<file path="src/sv/atpt_pkg.sv">
// atpt_pkg: shared constants, codes and control structs for the allocation
// tracking probe table. Used by atpt_ctrl, atpt_dp and alloc_track_probe_table.
`timescale 1ns / 1ps
package atpt_pkg;

  localparam int DEPTH     = 1024;
  localparam int IDX_W     = $clog2(DEPTH);
  localparam int LEN_W     = IDX_W + 1;
  localparam int DATA_W    = 64;
  localparam int FUNC_W    = 2;
  localparam int ST_W      = 2;
  localparam int DIV_CNT_W = $clog2(DATA_W);

  localparam logic [LEN_W-1:0] LEN_RESET = LEN_W'(DEPTH);

  localparam logic [FUNC_W-1:0] FN_INSERT  = 2'd0;
  localparam logic [FUNC_W-1:0] FN_RELEASE = 2'd1;
  localparam logic [FUNC_W-1:0] FN_UPDATE  = 2'd2;
  localparam logic [FUNC_W-1:0] FN_READ    = 2'd3;

  localparam logic [ST_W-1:0] ST_OK   = 2'd0;
  localparam logic [ST_W-1:0] ST_FULL = 2'd1;
  localparam logic [ST_W-1:0] ST_BAD  = 2'd2;
  localparam logic [ST_W-1:0] ST_ZERO = 2'd3;

  localparam logic [1:0] WR_CLEAR   = 2'd0;
  localparam logic [1:0] WR_INSERT  = 2'd1;
  localparam logic [1:0] WR_RELEASE = 2'd2;
  localparam logic [1:0] WR_UPDATE  = 2'd3;

  localparam logic [2:0] RES_ZERO = 3'd0;
  localparam logic [2:0] RES_FULL = 3'd1;
  localparam logic [2:0] RES_BAD  = 3'd2;
  localparam logic [2:0] RES_INS  = 3'd3;
  localparam logic [2:0] RES_OK   = 3'd4;
  localparam logic [2:0] RES_READ = 3'd5;

  typedef struct packed {
    logic       accept;
    logic       clr_en;
    logic       div_step;
    logic       probe_next;
    logic       rd_probe;
    logic       wr_en;
    logic [1:0] wr_kind;
    logic       res_en;
    logic [2:0] res_op;
    logic       out_load;
  } atpt_cmd_t;

  typedef struct packed {
    logic [FUNC_W-1:0] func;
    logic              ptr_zero;
    logic              slot_bad;
    logic              div_last;
    logic              rd_ptr_zero;
    logic              rd_ptr_match;
    logic              probe_last;
    logic              clr_last;
  } atpt_sts_t;

endpackage

</file>
<file path="src/sv/atpt_ctrl.sv">
// atpt_ctrl: controller state machine of the probe table: clearing pass,
// item sequencing and the output valid. Uses atpt_pkg, drives atpt_dp.
`timescale 1ns / 1ps
module atpt_ctrl import atpt_pkg::*; (
  input  logic      clk,
  input  logic      rst_n,
  input  atpt_sts_t sts,
  output atpt_cmd_t cmd,
  input  logic      in_valid,
  output logic      in_stall,
  output logic      out_valid,
  input  logic      out_stall
);

  localparam logic [3:0] S_CLEAR     = 4'd0;
  localparam logic [3:0] S_IDLE      = 4'd1;
  localparam logic [3:0] S_DECODE    = 4'd2;
  localparam logic [3:0] S_DIV       = 4'd3;
  localparam logic [3:0] S_PROBE_RD  = 4'd4;
  localparam logic [3:0] S_PROBE_CHK = 4'd5;
  localparam logic [3:0] S_SLOT_RD   = 4'd6;
  localparam logic [3:0] S_SLOT_CHK  = 4'd7;
  localparam logic [3:0] S_DONE      = 4'd8;

  logic [3:0] state_r, state_nxt;
  logic       out_valid_r, out_valid_nxt;
  logic       out_free;

  assign out_free  = !out_valid_r || !out_stall;
  assign in_stall  = (state_r != S_IDLE);
  assign out_valid = out_valid_r;

  always_comb begin
    state_nxt = state_r;
    cmd       = '0;
    case (state_r)
      S_CLEAR: begin
        cmd.clr_en  = 1'b1;
        cmd.wr_en   = 1'b1;
        cmd.wr_kind = WR_CLEAR;
        if (sts.clr_last) begin
          state_nxt = S_IDLE;
        end
      end
      S_IDLE: begin
        if (in_valid) begin
          cmd.accept = 1'b1;
          state_nxt  = S_DECODE;
        end
      end
      S_DECODE: begin
        if (sts.func == FN_INSERT) begin
          if (sts.ptr_zero) begin
            cmd.res_en = 1'b1;
            cmd.res_op = RES_ZERO;
            state_nxt  = S_DONE;
          end else begin
            state_nxt = S_DIV;
          end
        end else if (sts.slot_bad) begin
          cmd.res_en = 1'b1;
          cmd.res_op = RES_BAD;
          state_nxt  = S_DONE;
        end else begin
          state_nxt = S_SLOT_RD;
        end
      end
      S_DIV: begin
        cmd.div_step = 1'b1;
        if (sts.div_last) begin
          state_nxt = S_PROBE_RD;
        end
      end
      S_PROBE_RD: begin
        cmd.rd_probe = 1'b1;
        state_nxt    = S_PROBE_CHK;
      end
      S_PROBE_CHK: begin
        if (sts.rd_ptr_zero) begin
          cmd.wr_en   = 1'b1;
          cmd.wr_kind = WR_INSERT;
          cmd.res_en  = 1'b1;
          cmd.res_op  = RES_INS;
          state_nxt   = S_DONE;
        end else if (sts.probe_last) begin
          cmd.res_en = 1'b1;
          cmd.res_op = RES_FULL;
          state_nxt  = S_DONE;
        end else begin
          cmd.probe_next = 1'b1;
          state_nxt      = S_PROBE_RD;
        end
      end
      S_SLOT_RD: begin
        state_nxt = S_SLOT_CHK;
      end
      S_SLOT_CHK: begin
        cmd.res_en = 1'b1;
        cmd.res_op = RES_BAD;
        state_nxt  = S_DONE;
        case (sts.func)
          FN_RELEASE: begin
            if (sts.rd_ptr_match) begin
              cmd.wr_en   = 1'b1;
              cmd.wr_kind = WR_RELEASE;
              cmd.res_op  = RES_OK;
            end
          end
          FN_UPDATE: begin
            if (!sts.rd_ptr_zero) begin
              cmd.wr_en   = 1'b1;
              cmd.wr_kind = WR_UPDATE;
              cmd.res_op  = RES_OK;
            end
          end
          FN_READ: begin
            cmd.res_op = RES_READ;
          end
          default: begin
            cmd.res_op = RES_BAD;
          end
        endcase
      end
      S_DONE: begin
        if (out_free) begin
          cmd.out_load = 1'b1;
          state_nxt    = S_IDLE;
        end
      end
      default: begin
        state_nxt = S_IDLE;
      end
    endcase
  end

  always_comb begin
    out_valid_nxt = out_valid_r;
    if (cmd.out_load) begin
      out_valid_nxt = 1'b1;
    end else if (out_valid_r && !out_stall) begin
      out_valid_nxt = 1'b0;
    end
  end

  always_ff @(posedge clk) begin
    if (!rst_n) begin
      state_r     <= S_CLEAR;
      out_valid_r <= 1'b0;
    end else begin
      state_r     <= state_nxt;
      out_valid_r <= out_valid_nxt;
    end
  end

  a_clear_blocks_input: assert property (@(posedge clk) disable iff (!rst_n)
    state_r == S_CLEAR |-> in_stall && !cmd.accept)
    else $error("item taken during clearing pass");

  a_load_only_when_free: assert property (@(posedge clk) disable iff (!rst_n)
    cmd.out_load |-> out_free)
    else $error("result overwritten before transfer");

  a_div_to_probe: assert property (@(posedge clk) disable iff (!rst_n)
    state_r == S_DIV && sts.div_last |=> state_r == S_PROBE_RD)
    else $error("modulo did not hand off to probe");

  a_single_write: assert property (@(posedge clk) disable iff (!rst_n)
    cmd.wr_en |-> state_r == S_CLEAR || state_r == S_PROBE_CHK || state_r == S_SLOT_CHK)
    else $error("table write outside a write state");

endmodule

</file>
<file path="config.mk">
export PLATFORM = sky130hd
export DESIGN_NAME = atpt_ctrl
export DESIGN_NICKNAME = d
export VERILOG_FILES = /design/src/sv/atpt_pkg.sv /design/src/sv/atpt_ctrl.sv
export SDC_FILE = /design/constraint.sdc
export NUM_CORES = 1
export LEC_CHECK = 0
export BUFFER_PORTS_ARGS = -buffer_cell sky130_fd_sc_hd__buf_4
export CAP_MARGIN = 10
export CORE_MARGIN = 8
export CORE_UTILIZATION = 45
export CTS_CLUSTER_SIZE = 8
export DETAILED_ROUTE_END_ITERATION = 8
export HOLD_SLACK_MARGIN = 0.06
export PLACE_DENSITY = 0.81
export SETUP_SLACK_MARGIN = 0.05
export SYNTH_ARGS = -nofsm -noshare
export SYNTH_HDL_FRONTEND = slang
export SYNTH_SLANG_ARGS = --single-unit
export TNS_END_PERCENT = 10
</file>
<file path="constraint.sdc">
create_clock -name clk -period 2.83 [get_ports clk]
set_input_delay 0.1415 -clock clk [delete_from_list [all_inputs] [get_ports clk]]
set_output_delay 0.1415 -clock clk [all_outputs]
set_load 0.05 [all_outputs]
</file>
==> summary.md <==
| Metric | Value |
|---|---|
| Status | `finished clean` |
| Crit path launch type | `flip-flop` |
| Setup violations, final | `0` |
| Leakage | `0.372 nW` |
| Post-cts resize count | `0` |
| # Max-Cap Violations | `0` |
| FF/Latch Area | `100 um2` |
| Area growth from synthesis to layout | `32.1%` |
| Cells on worst reg2reg path | `4` |
| Critical-path cell list | `and2b_1 > nand2_2 > a21oi_1 > a31o_2 > buf_4` |
| Worst-path maximum fanout | `13` |
| Tightest Pin Transition | `0.544 ns` |
| Width of the die | `53.4 um` |
| GPL Wtd Cong | `0.792` |
| Max clock buf depth | `2` |
| Core Box Area | `0.00130 mm2` |
| Clock Skews | `0.0107 ns` |
| DR iter-0 viols | `10` |
| Register bit total from synthesis | `5` |
| Synth top area share | `15.9%` |
| Share of layout cells above drive strength 1 | `36.6%` |
| Io pins | `28` |
| Final core occ | `63.7%` |
| Largest net degree at the start of global routing | `16` |
| CP delay by family, top | `flip-flops` |
| Proportion of power drawn by combinational gates | `34.3%` |
| Routed vias/inst | `5.44` |
| R2R Path Start | `state_r[1]$_SDFFE_PN0P_` |
| Final worst path period need | `1.88 ns` |
| FF-to-FF End | `state_r[1]$_SDFFE_PN0P_` |
| Cells after Synth | `86` |
| NetSw | `92.0 uW` |
| Antenna cells | `0` |
| Fraction of registers with async set/reset | `0%` |
| Setup WS post-layout | `0.953 ns` |
| Area of the multi-input gates | `455 um2` |
| Die height | `53.4 um` |
| Worst Hold Depth | `2` |
| Synth warn | `0` |
| Dpl cells | `123` |
| Setup bufs post-CTS | `0` |
| Clock share of power | `34.6%` |
| Synth area leaders | `dfxtp_1 (16%), ha_1 (10%), nand2_1 (6.0%)` |
| CP endpoint kind | `output pin` |
| Pwr Density | `305 mW/mm2` |
| Post-synth net total | `104` |
| Sequential cell fraction of total power | `31.1%` |
| Grt total ovfl | `0` |
| Post-cts hold buffer count | `0` |
| Clock sinks | `5` |
| Final Slew Violations | `0` |
| Minimum hold slack | `0.120 ns` |
| Vias in the first global route | `612` |
| Internal | `161 uW` |
| Sequential element share of the synthesized area | `15.9%` |
| Final instance area | `830 um2` |
| Period utilization | `66.3%` |
| Die area | `0.00285 mm2` |
| Post-synth EDFFs | `0` |
| Power, Total | `253 uW` |
| Sw Share | `36.3%` |
| RSZ-0062 raised after global routing | `no` |
| CP Buf/Inv Count | `1` |
| Top flip-flop cell by instance count after synthesis | `dfxtp_1` |
| Global-route wire length before repair | `2660 um` |
| Clock latency on the worst-skew pair | `0.25 ns` |
| Area after DPL | `803 um2` |
| Distinct cells, synth | `36` |
| CP max stage delay | `0.58 ns` |
| Flop-to-flop setup slack | `1.32 ns` |
| IO buf count | `27` |
| Routed WL per cell | `13.9 um` |
| Post-placement setup slack | `1.26 ns` |
| GRT Resource Usage Total | `12.4%` |
| Synth Cell Area | `628 um2` |
| H-tree depth | `1` |
| Starting Density | `48.3%` |
| Root buffer cell | `clkbuf_4` |
| Crit-path slowest cell | `dfxtp_1` |
| CTS clk-pin slew, worst paths | `0.05 ns` |
| Worst Setup SP | `state_r[0]$_SDFFE_PN0P_` |
| DRC | `0` |
| Final hold vios | `0` |
| Worst Hold Path EP | `state_r[3]$_SDFFE_PN0P_` |
| Fmax | `533 MHz` |
| Crit Path Category | `flip-flop to output pin` |
| Cell taking the most area after synthesis | `dfxtp_1` |
| Hold Path Class | `input pin to flip-flop` |
| Post-DP HPWL | `1410 um` |
| Hold_sp | `rst_n` |
| Slew HR | `63.7%` |
| VDD IR max | `0.256 mV` |
| TritonCTS clock tree | `built` |
| Fillers | `125` |
| Mapped Avg Cell Area | `7.30 um2` |
| First-pass detailed-route iteration total | `4` |
| CP arrival | `1.74 ns` |
| Critical Path RT | `2.69 ns` |
| Antenna violations before repair | `0` |
| Num CTS Buffers | `3` |
| TNS Setup | `0 ns` |
| Via count | `691` |
| FP Rows | `13` |
| Final Non-Filler Cells | `127` |
| Final #Nets | `131` |
| Final WL | `1770 um` |
| Post-DRT Antenna Nets | `0` |
[power groups by stage]
| stage | combinational [mW] | clock, mW | sequential, mW |
|---|---|---|---|
| after floorplan | 0.0612 | 0 | 0.0757 |
| after global placement | 0.0847 | 0 | 0.0795 |
| after detailed placement | 0.0864 | 0 | 0.0798 |
| after CTS | 0.0870 | 0.0904 | 0.0784 |
| after global routing | 0.0935 | 0.0938 | 0.0792 |
| final | 0.0869 | 0.0876 | 0.0788 |
[routing by layer]
metal	track usage [%]	wire [um]
met1	13.8	750
met2	19.1	851
met3	7.00	151
met4	5.04	12
met5	0	0
[cells by family after synthesis]
logic type      after synthesis  share of synthesized area [%]
fa+ha+maj                     5                           9.96
buf+inv                      12                           11.6
simple gates                 40                           37.1
flops                         5                           15.9
compound gates               24                           25.5
[how the worst max path moves through the flow]
stage / end / slack [ns] / cells past startpoint
CTS: cmd[3] / 0.98 / 4
global route: cmd[3] / 0.80 / 4
floorplan: cmd[3] / 0.45 / 3
detailed placement: cmd[3] / 1.26 / 4
global placement: cmd[3] / 1.29 / 4
finish: cmd[2] / 0.95 / 5
[cell type report]
cell class                 count  share of cell area, %
multi-input combinational     69                   54.9
timing repair buffer          27                   24.4
sequential                     5                   12.1
clock buffer                   4                   3.17
inverter                       7                   3.17
tap                           15                   2.26
[cell usage after synthesis (all sizes together), types with 2 or more instances]
cell type	count
and3	2
a21oi	8
dfxtp	5
ha	5
and2b	2
nand3	3
nor4	3
o21ai	9
nor2b	4
nor2	7
inv	7
buf	5
nand2	11
nor3	2
nand3b	2
[placed cells by master (no fill, tap or decap), types with 2 or more instances in the layout]
cell type / netlist / final
nor2b_1: 3 / 3
and3_1: 2 / 2
and2b_1: 2 / 2
nand3b_1: 2 / 2
nor4_1: 2 / 2
clkbuf_4: 0 / 3
a21oi_1: 7 / 7
nand2_1: 10 / 10
nor3_1: 2 / 2
o21ai_0: 7 / 7
ha_1: 5 / 5
o21ai_1: 2 / 2
nor2_1: 6 / 6
nand3_1: 2 / 2
inv_1: 6 / 6
buf_4: 1 / 27
dfxtp_1: 5 / 5
[registers in the layout, indices dropped and copies added, names as in the netlist]
signal     flops
state_r        4
out_valid      1
No activity file was read; power rests on OpenSTA's default activity.
